`config.mk`:
```
export PLATFORM = sky130hd
export DESIGN_NAME = char_lcd_4bit_nibble_sequencer
export DESIGN_NICKNAME = d
export VERILOG_FILES = /design/src/rtl/clcd_pkg.sv /design/src/rtl/char_lcd_4bit_nibble_sequencer.sv
export SDC_FILE = /design/constraint.sdc
export NUM_CORES = 1
export LEC_CHECK = 0
export ABC_AREA = 1
export BUFFER_PORTS_ARGS = -buffer_cell sky130_fd_sc_hd__buf_4
export CAP_MARGIN = 20
export CORE_UTILIZATION = 49
export CTS_BUF_LIST = sky130_fd_sc_hd__clkbuf_16
export CTS_CLUSTER_DIAMETER = 60
export CTS_CLUSTER_SIZE = 28
export DETAILED_ROUTE_END_ITERATION = 7
export PLACE_DENSITY = 0.81
export SLEW_MARGIN = 10
export SYNTH_ARGS = -nofsm -noshare
export SYNTH_HDL_FRONTEND = slang
export SYNTH_SLANG_ARGS = --single-unit
```
`constraint.sdc`:
```
create_clock -name clock -period 1.9 [get_ports clock]
set_input_delay 0.095 -clock clock [delete_from_list [all_inputs] [get_ports clock]]
set_output_delay 0.095 -clock clock [all_outputs]
set_load 0.03 [all_outputs]
```
`src/rtl/clcd_pkg.sv`:
```
// Shared types, request codes and the microcode program of the character LCD
// 4-bit nibble sequencer. No dependencies; used by the top level, both checkers and the testbench.
`default_nettype none
package clcd_pkg;

   // Request codes
   localparam logic [1:0] REQ_CHAR  = 2'd0;
   localparam logic [1:0] REQ_CLEAR = 2'd1;
   localparam logic [1:0] REQ_POS   = 2'd2;
   localparam logic [1:0] REQ_INIT  = 2'd3;

   // Configuration register indexes
   localparam logic [1:0] CSR_ROW2_OFFSET = 2'd0;
   localparam logic [1:0] CSR_ROW3_OFFSET = 2'd1;
   localparam logic [1:0] CSR_CHAR_GAP    = 2'd2;

   // Reset values of the configuration registers
   localparam logic [6:0] ROW2_OFFSET_RST = 7'd20;
   localparam logic [6:0] ROW3_OFFSET_RST = 7'd84;
   localparam logic [9:0] CHAR_GAP_RST    = 10'd10;

   // Display address constants
   localparam logic [7:0] ROW1_OFFSET = 8'h40;
   localparam logic [7:0] SET_DDRAM   = 8'h80;

   // Wait times in microseconds
   localparam logic [17:0] POWERUP_WAIT_US = 18'd150000;
   localparam logic [17:0] WAKE_WAIT_US    = 18'd4500;
   localparam logic [17:0] CLEAR_WAIT_US   = 18'd2000;
   localparam logic [17:0] CMD_WAIT_US     = 18'd1000;
   localparam logic [17:0] FINAL_WAIT_US   = 18'd202000;

   // Program counter and entry points of each routine
   localparam int unsigned PC_W = 5;
   localparam logic [PC_W-1:0] ENTRY_CHAR  = 5'd0;
   localparam logic [PC_W-1:0] ENTRY_CLEAR = 5'd2;
   localparam logic [PC_W-1:0] ENTRY_POS   = 5'd4;
   localparam logic [PC_W-1:0] ENTRY_INIT  = 5'd6;

   typedef struct packed {
      logic [1:0] req_type;
      logic [7:0] char_code;
      logic [7:0] column;
      logic [7:0] row;
   } req_data_type;

   typedef struct packed {
      logic        reg_select;
      logic [3:0]  nibble;
      logic [17:0] wait_before_us;
      logic [17:0] wait_after_us;
      logic        last;
   } rsp_data_type;

   // Where the nibble of a step comes from
   typedef enum logic [1:0] {
      NIB_CONST = 2'd0,
      NIB_HIGH  = 2'd1,
      NIB_LOW   = 2'd2
   } nib_sel_type;

   // Wait that follows a strobe
   typedef enum logic [2:0] {
      WAIT_NONE  = 3'd0,
      WAIT_GAP   = 3'd1,
      WAIT_CMD   = 3'd2,
      WAIT_CLEAR = 3'd3,
      WAIT_WAKE  = 3'd4,
      WAIT_FINAL = 3'd5
   } wait_sel_type;

   // One control word of the program
   typedef struct packed {
      logic         reg_select;
      nib_sel_type  nib_sel;
      logic [3:0]   nib_const;
      logic         powerup_wait;
      wait_sel_type wait_sel;
      logic         last;
   } ctrl_word_type;

   function automatic ctrl_word_type make_word(input logic rs, input nib_sel_type sel,
                                               input logic [3:0] nib, input logic pwr,
                                               input wait_sel_type ws, input logic last);
      ctrl_word_type w;
      w.reg_select   = rs;
      w.nib_sel      = sel;
      w.nib_const    = nib;
      w.powerup_wait = pwr;
      w.wait_sel     = ws;
      w.last         = last;
      return w;
   endfunction

   // Program store: character, clear, set position, then power-on init
   function automatic ctrl_word_type ucode(input logic [PC_W-1:0] pc);
      ctrl_word_type w;
      case (pc)
         5'd0:  w = make_word(1'b1, NIB_HIGH,  4'h0, 1'b0, WAIT_NONE,  1'b0);
         5'd1:  w = make_word(1'b1, NIB_LOW,   4'h0, 1'b0, WAIT_GAP,   1'b1);
         5'd2:  w = make_word(1'b0, NIB_CONST, 4'h0, 1'b0, WAIT_NONE,  1'b0);
         5'd3:  w = make_word(1'b0, NIB_CONST, 4'h1, 1'b0, WAIT_CLEAR, 1'b1);
         5'd4:  w = make_word(1'b0, NIB_HIGH,  4'h0, 1'b0, WAIT_NONE,  1'b0);
         5'd5:  w = make_word(1'b0, NIB_LOW,   4'h0, 1'b0, WAIT_NONE,  1'b1);
         5'd6:  w = make_word(1'b0, NIB_CONST, 4'h3, 1'b1, WAIT_WAKE,  1'b0);
         5'd7:  w = make_word(1'b0, NIB_CONST, 4'h3, 1'b0, WAIT_WAKE,  1'b0);
         5'd8:  w = make_word(1'b0, NIB_CONST, 4'h3, 1'b0, WAIT_WAKE,  1'b0);
         5'd9:  w = make_word(1'b0, NIB_CONST, 4'h2, 1'b0, WAIT_NONE,  1'b0);
         5'd10: w = make_word(1'b0, NIB_CONST, 4'h2, 1'b0, WAIT_NONE,  1'b0);
         5'd11: w = make_word(1'b0, NIB_CONST, 4'h8, 1'b0, WAIT_NONE,  1'b0);
         5'd12: w = make_word(1'b0, NIB_CONST, 4'h0, 1'b0, WAIT_NONE,  1'b0);
         5'd13: w = make_word(1'b0, NIB_CONST, 4'h8, 1'b0, WAIT_CMD,   1'b0);
         5'd14: w = make_word(1'b0, NIB_CONST, 4'h0, 1'b0, WAIT_NONE,  1'b0);
         5'd15: w = make_word(1'b0, NIB_CONST, 4'h1, 1'b0, WAIT_CLEAR, 1'b0);
         5'd16: w = make_word(1'b0, NIB_CONST, 4'h0, 1'b0, WAIT_NONE,  1'b0);
         5'd17: w = make_word(1'b0, NIB_CONST, 4'h6, 1'b0, WAIT_CMD,   1'b0);
         5'd18: w = make_word(1'b0, NIB_CONST, 4'h0, 1'b0, WAIT_NONE,  1'b0);
         5'd19: w = make_word(1'b0, NIB_CONST, 4'hC, 1'b0, WAIT_NONE,  1'b0);
         5'd20: w = make_word(1'b0, NIB_CONST, 4'h0, 1'b0, WAIT_NONE,  1'b0);
         5'd21: w = make_word(1'b0, NIB_CONST, 4'h2, 1'b0, WAIT_NONE,  1'b0);
         5'd22: w = make_word(1'b0, NIB_CONST, 4'h8, 1'b0, WAIT_NONE,  1'b0);
         5'd23: w = make_word(1'b0, NIB_CONST, 4'h0, 1'b0, WAIT_FINAL, 1'b1);
         default: w = make_word(1'b0, NIB_CONST, 4'h0, 1'b0, WAIT_NONE, 1'b1);
      endcase
      return w;
   endfunction

endpackage
`default_nettype wire

```
`src/rtl/char_lcd_4bit_nibble_sequencer.sv`:
```
// Top level of the character LCD 4-bit nibble sequencer: request intake,
// microcode step counter, nibble datapath and output register. Uses clcd_pkg.
//
// Usage:
//  - req channel (req_valid/req_stall/req_data) takes one request: write
//    character, clear, set position or initialise.
//  - rsp channel (rsp_valid/rsp_stall/rsp_data) gives one nibble strobe per
//    transfer: RS, D7..D4, waits before/after, and last on the final one.
//  - csr port writes row2_offset, row3_offset and char_gap_us; the user must
//    write them only while idle, which the block itself does not enforce.
// Timing: a request is first captured in the step counter and data register,
// and its first nibble then enters the output register. The microcode counter
// issues one step a cycle while rsp is not stalled; the next request is taken
// in the cycle of the final step. A zero character code gives no nibbles.
// A stall on rsp holds the output register and freezes the step counter.
// Reset (synchronous) empties the output register, stops the program,
// restores the register defaults and clears the stored position command.
`default_nettype none
module char_lcd_4bit_nibble_sequencer import clcd_pkg::*; (
   input  wire logic         clock,
   input  wire logic         reset,
   input  wire logic         req_valid,
   output      logic         req_stall,
   input  wire req_data_type req_data,
   output      logic         rsp_valid,
   input  wire logic         rsp_stall,
   output      rsp_data_type rsp_data,
   input  wire logic         csr_we,
   input  wire logic [1:0]   csr_index,
   input  wire logic [9:0]   csr_wdata
);

   logic [6:0]      row2_offset_ff, row3_offset_ff;
   logic [9:0]      char_gap_ff;
   logic [7:0]      pos_cmd_ff, pos_cmd_in;
   logic [7:0]      data_ff, data_in;
   logic            busy_ff, busy_in;
   logic [PC_W-1:0] pc_ff, pc_in;
   logic            rsp_valid_ff, rsp_valid_in;
   rsp_data_type    rsp_data_ff, rsp_data_in;

   ctrl_word_type   word;
   logic            advance;
   logic            accept;
   logic            no_output;
   logic [7:0]      row_off;
   logic [7:0]      addr_sum;

   // Current control word
   assign word    = ucode(pc_ff);
   assign advance = busy_ff && (!rsp_valid_ff || !rsp_stall);

   // Take the next request alongside the final step of the current one
   assign req_stall = busy_ff && !(advance && word.last);
   assign accept    = req_valid && !req_stall;
   assign no_output = (req_data.req_type == REQ_CHAR) && (req_data.char_code == 8'h00);

   // Set position address
   always_comb begin
      case (req_data.row[1:0])
         2'd0:    row_off = 8'h00;
         2'd1:    row_off = ROW1_OFFSET;
         2'd2:    row_off = {1'b0, row2_offset_ff};
         default: row_off = {1'b0, row3_offset_ff};
      endcase
      addr_sum = row_off + req_data.column;
   end

   always_comb begin
      pos_cmd_in = pos_cmd_ff;
      if (accept && (req_data.req_type == REQ_POS) && (req_data.row[7:2] == 6'd0)) begin
         pos_cmd_in = addr_sum | SET_DDRAM;
      end
      data_in = data_ff;
      if (accept) begin
         data_in = (req_data.req_type == REQ_POS) ? pos_cmd_in : req_data.char_code;
      end
   end

   // Step counter and program entry
   always_comb begin
      busy_in = busy_ff;
      pc_in   = pc_ff;
      if (advance) begin
         if (word.last) begin
            busy_in = 1'b0;
         end else begin
            pc_in = pc_ff + 1'b1;
         end
      end
      if (accept && !no_output) begin
         busy_in = 1'b1;
         case (req_data.req_type)
            REQ_CHAR:  pc_in = ENTRY_CHAR;
            REQ_CLEAR: pc_in = ENTRY_CLEAR;
            REQ_POS:   pc_in = ENTRY_POS;
            default:   pc_in = ENTRY_INIT;
         endcase
      end
   end

   // Nibble datapath into the output register
   always_comb begin
      rsp_data_in = rsp_data_ff;
      rsp_valid_in = rsp_valid_ff && rsp_stall;
      if (advance) begin
         rsp_valid_in           = 1'b1;
         rsp_data_in.reg_select = word.reg_select;
         rsp_data_in.last       = word.last;
         case (word.nib_sel)
            NIB_HIGH: rsp_data_in.nibble = data_ff[7:4];
            NIB_LOW:  rsp_data_in.nibble = data_ff[3:0];
            default:  rsp_data_in.nibble = word.nib_const;
         endcase
         rsp_data_in.wait_before_us = word.powerup_wait ? POWERUP_WAIT_US : 18'd0;
         case (word.wait_sel)
            WAIT_GAP:   rsp_data_in.wait_after_us = {8'd0, char_gap_ff};
            WAIT_CMD:   rsp_data_in.wait_after_us = CMD_WAIT_US;
            WAIT_CLEAR: rsp_data_in.wait_after_us = CLEAR_WAIT_US;
            WAIT_WAKE:  rsp_data_in.wait_after_us = WAKE_WAIT_US;
            WAIT_FINAL: rsp_data_in.wait_after_us = FINAL_WAIT_US;
            default:    rsp_data_in.wait_after_us = 18'd0;
         endcase
      end
   end

   // Control and configuration registers
   always_ff @(posedge clock) begin
      if (reset) begin
         busy_ff        <= 1'b0;
         pc_ff          <= '0;
         rsp_valid_ff   <= 1'b0;
         pos_cmd_ff     <= 8'h00;
         row2_offset_ff <= ROW2_OFFSET_RST;
         row3_offset_ff <= ROW3_OFFSET_RST;
         char_gap_ff    <= CHAR_GAP_RST;
      end else begin
         busy_ff      <= busy_in;
         pc_ff        <= pc_in;
         rsp_valid_ff <= rsp_valid_in;
         pos_cmd_ff   <= pos_cmd_in;
         if (csr_we) begin
            case (csr_index)
               CSR_ROW2_OFFSET: row2_offset_ff <= csr_wdata[6:0];
               CSR_ROW3_OFFSET: row3_offset_ff <= csr_wdata[6:0];
               CSR_CHAR_GAP:    char_gap_ff    <= csr_wdata;
               default: ;
            endcase
         end
      end
   end

   // Payload registers
   always_ff @(posedge clock) begin
      data_ff     <= data_in;
      rsp_data_ff <= rsp_data_in;
   end

   assign rsp_valid = rsp_valid_ff;
   assign rsp_data  = rsp_data_ff;

endmodule
`default_nettype wire

```
==> flow_summary.json, run 1 <==
{
  "post-route-period-util": 1.11,
  "avgSynthCellArea_sq_um": 8.26,
  "wl_per_cell_um": 13.1,
  "cp.arrival_ps": 2190,
  "vdd_drop_max_mv": 0.504,
  "crit_buf_inv": 0,
  "fp-row-count": 31,
  "cts_sinks": 79,
  "violations": "negative setup slack",
  "area_growth_pct": 29.9,
  "layout-drive-gt1-share": 0.288,
  "netlist_area_sq_mm": 0.00383,
  "ys_ff_latch": 79,
  "grt_pass1_wl_mm": 13.5,
  "routed_wl_mm": 8.77,
  "crit_chain": "o21ai_1, nor2_1, ha_1, a21oi_1, nand2_1, nand2_1, nand2_1, a21oi_1, xor2_1, o21ai_0, nand2_1, o21ai_0",
  "fmax_mhz": 474,
  "synth.distinct_cells": 36,
  "setup_ws_ps": -209,
  "root_buffer": "clkbuf_16",
  "port_buffers": 71,
  "yosys_warnings": 0,
  "die_x_um": 90.4,
  "routed_via_density": 4.99,
  "ys_top_cells_by_area": "dfxtp_1 27%, edfxtp_1 22%, nand2_1 8.2%",
  "cp-end-kind": "flip-flop",
  "worstSetupStartpoint": "row2_offset_ff[2]$_SDFFE_PP1P_",
  "drt_iter0_drc": 205,
  "rsz0062_at_grt": "yes",
  "hp-class": "in2reg",
  "post-route-util": 0.672,
  "cts.path.max_buffers": 2,
  "status": "finished, violations left",
  "vias": 3331,
  "finalSetupViolCount": 7,
  "required_ps": 1980,
  "initial_utilization": 0.517,
  "coreArea_sq_mm": 0.00741,
  "cp_common_cell": "nand2_1",
  "finalPower_uw": 4470,
  "max_cap_violations": 0,
  "overflow": 0,
  "fillCellCount": 583,
  "r2r_slack_ps": -210,
  "p_leak_uw": 0.00228,
  "cpPeakStageDelay_ps": 320,
  "hpwlAfterDp_mm": 5.96,
  "drc_errors": 0,
  "synth_top_area_frac": 0.266,
  "die_area_sq_mm": 0.00818,
  "first_global_vias": 2953,
  "netlist.top_cell.by_area": "dfxtp_1",
  "htreeDepth": 3,
  "grt_util_all_layers": 0.211,
  "crit_fanout": 4,
  "synthCells": 464,
  "hp-start": "csr_wdata[5]",
  "crit_slowest_cell": "ha_1",
  "ios": 87,
  "place_congestion": 0.941,
  "place_inst": 636,
  "clk_latency_ps": 340,
  "stdcell_count": 668,
  "yosysSeqAreaShare": 0.486,
  "first_pass_iters": 5,
  "power.density_mw_per_mm2": 898,
  "hold_viol_final": 0,
  "r2r_start": "row2_offset_ff[2]$_SDFFE_PP1P_",
  "min_period_ps": 2110,
  "worst_clock_skew_ps": 5.46,
  "grt_antenna_before_repair": 0,
  "drv_slew": 0,
  "cts_tree": "built",
  "ant_nets": 0,
  "die_y_um": 90.4,
  "n_antenna_cell": 0,
  "cp_top_family": "compound AO/OA/AOI/OAI gates",
  "start_kind": "flip-flop",
  "nets": 620,
  "numCtsBuffers": 9,
  "grt_max_degree": 29,
  "criticalPathCategory": "reg2reg",
  "clk_pin_slew_worst_paths_ps": 60
}
-- kinds of logic (layout without fill, tap and decap cells) --
logic type	after synthesis	in the layout	synth area share
xor gates and xnor gates	5	5	0.0114
other	1	14	0.000979
DFF	79	79	0.486
adders and majority gates	13	13	0.0444
buffers and inverters	85	176	0.107
AOI/OAI and AO/OA	79	79	0.107
and+or+nand+nor	202	203	0.243
-- where the power goes --
group | leakage, uW | internal, uW | switching (uW)
clock | 0.000135 | 909 | 744
combinational | 0.00146 | 322 | 555
sequential | 0.000685 | 1890 | 52.5
-- cell type report --
class / count / area (sq um) / share of cell area
multi-input cells: 314 / 1700 / 0.341
flip-flops and latches: 79 / 1860 / 0.375
clock buffers: 9 / 225 / 0.0452
repair buffers: 102 / 776 / 0.156
clock inverters: 7 / 61.3 / 0.0123
well taps: 99 / 124 / 0.0249
inverters: 58 / 229 / 0.0460
-- sequential cells by signal, summed over array words and instances (netlist names) --
register,count
rsp_data,20
rsp_valid,1
row2_offset_ff,7
data_ff,8
char_gap_ff,10
pos_cmd_ff,8
pc_ff,5
word,12
busy_ff,1
row3_offset_ff,7
-- cells in the mapped netlist (all sizes together) --
cell    number
edfxtp      28
o211ai       2
xnor2        1
nor3b        2
o21ai       46
nor2        66
xor2         4
nor3         9
conb         1
o22ai        4
ha          12
buf         23
inv         58
nand2       93
fa           1
and2         1
clkbuf       4
or2          4
nand3       21
nand4        6
a21oi       27
dfxtp       51
-- what timing repair did --
item,in CTS,in global routing
resized for setup,11,22
pin swaps,7,9
hold buffers,4,0
buffers inserted,3,8
cloned,0,1
hold endpoints to repair,5,0
endpoints found under the setup margin,8,17
-- placed cells by master, fill, tap and decap left out, types with 2 or more instances in the layout --
cell	count
buf_4	98
nand2_1	82
nor2_1	59
dfxtp_1	49
inv_1	48
o21ai_0	36
edfxtp_1	28
a21oi_1	23
nand3_1	16
conb_1	14
ha_1	11
nand2_2	9
nor3_1	9
clkbuf_16	9
o21ai_1	8
inv_2	6
nand4_1	6
nor2_2	4
a21oi_2	4
dlygate4sd3_1	4
inv_4	3
o22ai_1	3
nand2_4	3
nand3_2	3
clkinvlp_4	3
inv_6	3
or2_1	2
nor2_4	2
nand3_4	2
xor2_2	2
xor2_1	2
o21ai_2	2
o211ai_1	2
dfxtp_2	2
-- metrics by stage --
step	cell area (sq um)	setup slack (ps)	hold slack, ps	setup TNS [ps]
floorplan	3880	-33.4	208	-33.4
global placement	4470	-115	326	-270
detailed placement	4470	-215	329	-718
CTS	4840	-158	1.69	-559
global route	4980	-359	30.7	-1910
finish	4980	-209	8.62	-958
-- layer usage --
metal  up-vias  GRT usage  part of all wire
met3        22     0.0354             0.047
met5         -          0                 0
met1      1519      0.257              0.43
li1       1674          -                 -
met2       116      0.365              0.50
met4         0     0.0995             0.027
-- worst reg2reg max path, stage by stage (launching register included) --
cell     delay (ps)
dfxtp_1         310
o21ai_1         150
nor2_1           60
ha_1            320
a21oi_1         160
nand2_1         100
nand2_1         100
nand2_1          80
a21oi_1         170
xor2_1          160
o21ai_0         100
nand2_1          60
o21ai_0          70
-- worst paths after layout --
check | cells after the start | end
setup / recovery | 12 | data_ff[5]$_DFFE_PP_
hold / removal | 3 | row2_offset_ff[5]$_SDFFE_PP0P_
hold reg to reg | 0 | rsp_data[33]$_DFFE_PN_
setup reg to reg | 12 | data_ff[5]$_DFFE_PP_
(Power assumes the default switching activity.)
==> run 2: changes to the inputs <==
- CORE_ASPECT_RATIO: unset -> 0.8
- SKIP_LAST_GASP: unset -> 1
- SLEW_MARGIN: 10 -> unset
==> flow_summary.json, run 2 (synthesis results as in run 1) <==
{
  "overflow": 0,
  "numCtsBuffers": 9,
  "cpPeakStageDelay_ps": 360,
  "finalSetupViolCount": 5,
  "grt_util_all_layers": 0.203,
  "post-route-period-util": 1.11,
  "area_growth_pct": 29.0,
  "die_area_sq_mm": 0.00818,
  "cp_common_cell": "nand2_2",
  "vdd_drop_max_mv": 0.726,
  "criticalPathCategory": "reg2reg",
  "cts_sinks": 79,
  "drc_errors": 0,
  "grt_pass1_wl_mm": 12.5,
  "rsz0062_at_grt": "yes",
  "final_common_cell": "buf_4",
  "crit_buf_inv": 2,
  "crit_cells": 15,
  "crit_slowest_cell": "fa_2",
  "largest_reg_flops": 20,
  "die_x_um": 101,
  "die_y_um": 81.1,
  "root_buffer": "clkbuf_16",
  "reg2reg_to": "data_ff[6]$_DFFE_PP_",
  "cp-end-kind": "flip-flop",
  "required_ps": 1980,
  "cts_tree": "built",
  "status": "finished, violations left",
  "crit_fanout": 2,
  "p_leak_uw": 0.00227,
  "grt_max_degree": 29,
  "setup_ws_ps": -211,
  "drv_slew": 0,
  "clk_pin_slew_worst_paths_ps": 70,
  "cp_top_family": "adder cells",
  "holdPathEnd": "char_gap_ff[1]$_SDFFE_PP1P_",
  "fp-row-count": 28,
  "finalInstanceArea_sq_mm": 0.00494,
  "r2r_start": "row3_offset_ff[0]$_SDFFE_PP0P_",
  "reg2regPathDepth": 15,
  "hold_viol_final": 0,
  "final_cell_mix": "93 x buf_4, 78 x nand2_1, 59 x nor2_1",
  "max_cap_violations": 0,
  "hp-class": "in2reg",
  "placed_cell_area_sq_mm": 0.00450,
  "vias": 3264,
  "fmax_mhz": 474,
  "r2r_slack_ps": -210,
  "wl_per_cell_um": 12.3,
  "routed_via_density": 4.90,
  "dpl_worst_slack_ps": -214,
  "coreArea_sq_mm": 0.00750,
  "cp.arrival_ps": 2190,
  "cts.path.max_buffers": 2,
  "whs_path_depth": 3,
  "ant_nets": 0,
  "routed_wl_mm": 8.18,
  "initial_utilization": 0.511,
  "finalPower_uw": 4580,
  "hpwlAfterDp_mm": 5.81,
  "place_congestion": 0.883,
  "power.density_mw_per_mm2": 926,
  "multiInputGateArea_sq_mm": 0.00169,
  "register_area_sq_mm": 0.00187,
  "min_period_ps": 2110,
  "port_buffers": 71,
  "layout-drive-gt1-share": 0.296,
  "first_global_vias": 2804,
  "fillCellCount": 614,
  "grt_antenna_before_repair": 0,
  "crit_chain": "nor2_2, nor2_1, ha_2, inv_2, fa_2, inv_2, nand3_2, nand2_2, nand2_2, nand2_2, a21oi_2, xor2_1, nand2_1, o21ai_2, o21ai_1",
  "nets": 612,
  "worst_clock_skew_ps": 9.15,
  "first_pass_iters": 4,
  "hp-start": "csr_wdata[1]",
  "htreeDepth": 3,
  "ios": 87,
  "clk_latency_ps": 340,
  "start_kind": "flip-flop",
  "n_antenna_cell": 0,
  "drt_iter0_drc": 229,
  "violations": "negative setup slack"
}
-- run 2: final cells by class --
| type | instances | area share |
|---|---|---|
| Inverter | 58 | 0.0456 |
| Clock inverter | 7 | 0.0167 |
| Sequential cell | 79 | 0.378 |
| Multi-Input combinational cell | 313 | 0.343 |
| Timing Repair Buffer | 95 | 0.145 |
| Tap cell | 105 | 0.0266 |
| Clock buffer | 9 | 0.0456 |
-- run 2: per-stage QoR --
stage                     hold slack, ps  utilization  setup TNS [ps]  cells
final                               12.1        0.659            -466    666
after global routing                12.7        0.659           -1320    666
after CTS                           4.94        0.647            -565    664
after detailed placement             333        0.600            -615    644
after global placement               327        0.600            -385    644
after floorplan                      208            -           -33.4    477
-- run 2: how the worst max path moves through the flow --
| stage | from | to | slack (ps) |
|---|---|---|---|
| floorplan | row3_offset_ff[0]$_SDFFE_PP0P_ | data_ff[6]$_DFFE_PP_ | -30 |
| global placement | req_data[1] | data_ff[6]$_DFFE_PP_ | -160 |
| detailed placement | row3_offset_ff[0]$_SDFFE_PP0P_ | data_ff[6]$_DFFE_PP_ | -210 |
| CTS | row2_offset_ff[0]$_SDFFE_PP0P_ | data_ff[6]$_DFFE_PP_ | -190 |
| global route | row3_offset_ff[0]$_SDFFE_PP0P_ | data_ff[6]$_DFFE_PP_ | -280 |
| finish | row3_offset_ff[0]$_SDFFE_PP0P_ | data_ff[6]$_DFFE_PP_ | -210 |
-- run 2: timing repair --
item | in CTS | in global routing
resized for setup | 8 | 33
pin swaps | 5 | 20
endpoints found under the setup margin | 8 | 10
endpoints found under the hold margin | 3 | 0
hold buffers | 2 | 0
buffers inserted | 2 | 2
-- run 2: tightest hold or removal path, cell delays in order --
cell and delay (ps):
buf_4 100, nand2_1 50, o211ai_1 70
-- run 2: routing by layer --
metal,GRT usage,vias up,part of all wire
met3,0.0551,13,0.054
met5,0,-,0
li1,-,1659,-
met4,0.0739,0,0.021
met1,0.275,1468,0.47
met2,0.311,124,0.45
-- run 2: power by group --
part	leakage [uW]	switching (uW)	total (uW)	internal, uW
sequential	0.000685	56.7	1950	1890
clock	0.000153	730	1770	1040
combinational	0.00143	536	857	321
==> run 3: changes to the inputs <==
- PLACE_DENSITY: 0.81 -> 0.82
==> flow_summary.json, run 3 (synthesis results as in run 1) <==
{
  "root_buffer": "clkbuf_16",
  "crit_chain": "nor2_4, nor2_4, ha_4, inv_2, fa_2, inv_2, nand3_2, nand2_2, nand2_2, nand2_2, a21oi_2, xor2_1, nand2_1, o21ai_2, o21ai_1",
  "htreeDepth": 3,
  "p_sw_uw": 1290,
  "drt_iter0_drc": 232,
  "numCtsBuffers": 9,
  "coreArea_sq_mm": 0.00750,
  "port_buffers": 71,
  "overflow": 0,
  "die_y_um": 81.1,
  "die_area_sq_mm": 0.00818,
  "area_growth_pct": 29.3,
  "start_kind": "flip-flop",
  "pwr-share-clk": 0.359,
  "max_cap_violations": 0,
  "initial_utilization": 0.511,
  "criticalPathCategory": "reg2reg",
  "p_seq_frac": 0.445,
  "vias": 3332,
  "cts.path.max_buffers": 2,
  "ios": 87,
  "final_cell_mix": "89 x buf_4, 81 x nand2_1, 59 x nor2_1",
  "crit_fanout": 2,
  "crit_slowest_cell": "dfxtp_2",
  "cp-end-kind": "flip-flop",
  "largest_reg_flops": 20,
  "cpPeakStageDelay_ps": 350,
  "min_period_ps": 2050,
  "hold_viol_final": 0,
  "fmax_mhz": 487,
  "ant_nets": 0,
  "routed_wl_mm": 8.25,
  "grt_max_degree": 29,
  "finalSetupViolCount": 3,
  "n_antenna_cell": 0,
  "clk_latency_ps": 340,
  "routed_via_density": 5.01,
  "first_global_vias": 2903,
  "violations": "negative setup slack",
  "switching_share": 0.294,
  "clk_pin_slew_worst_paths_ps": 60,
  "layout-drive-gt1-share": 0.295,
  "setup_ws_ps": -153,
  "cts_sinks": 79,
  "required_ps": 1990,
  "wl_per_cell_um": 12.4,
  "drc_errors": 0,
  "vdd_drop_max_mv": 0.659,
  "drv_slew": 0,
  "grt_util_all_layers": 0.210,
  "fp-row-count": 28,
  "cp.arrival_ps": 2140,
  "place_congestion": 0.912,
  "nets": 611,
  "hpwlAfterDp_mm": 5.80,
  "r2r_slack_ps": -150,
  "rsz0062_at_grt": "yes",
  "grt_antenna_before_repair": 0,
  "hp-class": "in2reg",
  "cts_tree": "built",
  "worst_clock_skew_ps": 4.88,
  "intPower_uw": 3090,
  "post-route-util": 0.661,
  "p_leak_uw": 0.00224,
  "cp_common_cell": "nand2_2",
  "first_pass_iters": 6,
  "die_x_um": 101,
  "post-route-period-util": 1.08,
  "grt_pass1_wl_mm": 13.0,
  "final_common_cell": "buf_4",
  "finalPower_uw": 4380,
  "power.density_mw_per_mm2": 885,
  "combPwrFrac": 0.197,
  "status": "finished, violations left",
  "setup_tns_ps": -272
}
[run 3: area by class of cell]
type	instances	area [sq um]
fill	641	2540
sequential	79	1870
multi-input combinational	313	1730
timing repair buffer	94	719
clock buffer	9	225
inverter	58	225
tap	105	131
clock inverter	7	47.5
[run 3: through the flow]
stage,cell area (sq um),setup slack [ps],hold WS [ps],std cells
CTS,4830,-239,8.64,663
floorplan,3880,-33.4,208,477
finish,4950,-153,18.9,665
detailed placement,4480,-309,330,642
global placement,4480,-214,326,642
global route,4950,-314,27.6,665
[run 3: final timing paths]
| kind | from | end | cells after the start |
|---|---|---|---|
| setup / recovery | row3_offset_ff[0]$_SDFFE_PP0P_ | data_ff[6]$_DFFE_PP_ | 15 |
| hold / removal | reset | pos_cmd_ff[2]$_SDFF_PP0_ | 2 |
| setup reg to reg | row3_offset_ff[0]$_SDFFE_PP0P_ | data_ff[6]$_DFFE_PP_ | 15 |
| hold reg to reg | word[11]$_SDFF_PP0_ | rsp_data[41]$_DFFE_PN_ | 0 |
[run 3: power by group through the flow]
| stage | registers (uW) | logic [uW] | clock network (uW) |
|---|---|---|---|
| finish | 1950 | 864 | 1570 |
| global route | 1960 | 948 | 1670 |
| CTS | 1940 | 822 | 1600 |
| detailed placement | 1980 | 801 | 0 |
| global placement | 1980 | 787 | 0 |
| floorplan | 2050 | 483 | 0 |
[run 3: metal layers]
metal	share of wire	vias up	GRT usage
li1	-	1660	-
met1	0.46	1508	0.272
met2	0.46	153	0.339
met3	0.072	11	0.0714
met4	0.010	0	0.0536
met5	0	-	0
[run 3: worst max-delay path, delay by kind of cell (launching register included)]
family                     cells  cell delay, ps
AOI/OAI and AO/OA              3             210
xor gates and xnor gates       1             150
adders and majority gates      2             480
buffers and inverters          2              90
DFF                            1             350
and+or+nand+nor                7             520
[run 3: what timing repair did]
| item | 4_1_cts | 5_1_grt |
|---|---|---|
| setup endpoints to repair | 9 | 12 |
| gates cloned | 0 | 0 |
| resized for setup | 12 | 39 |
| hold buffers | 4 | 0 |
| hold endpoints to repair | 5 | 0 |
| buffers inserted | 1 | 2 |
| pin swaps | 9 | 24 |
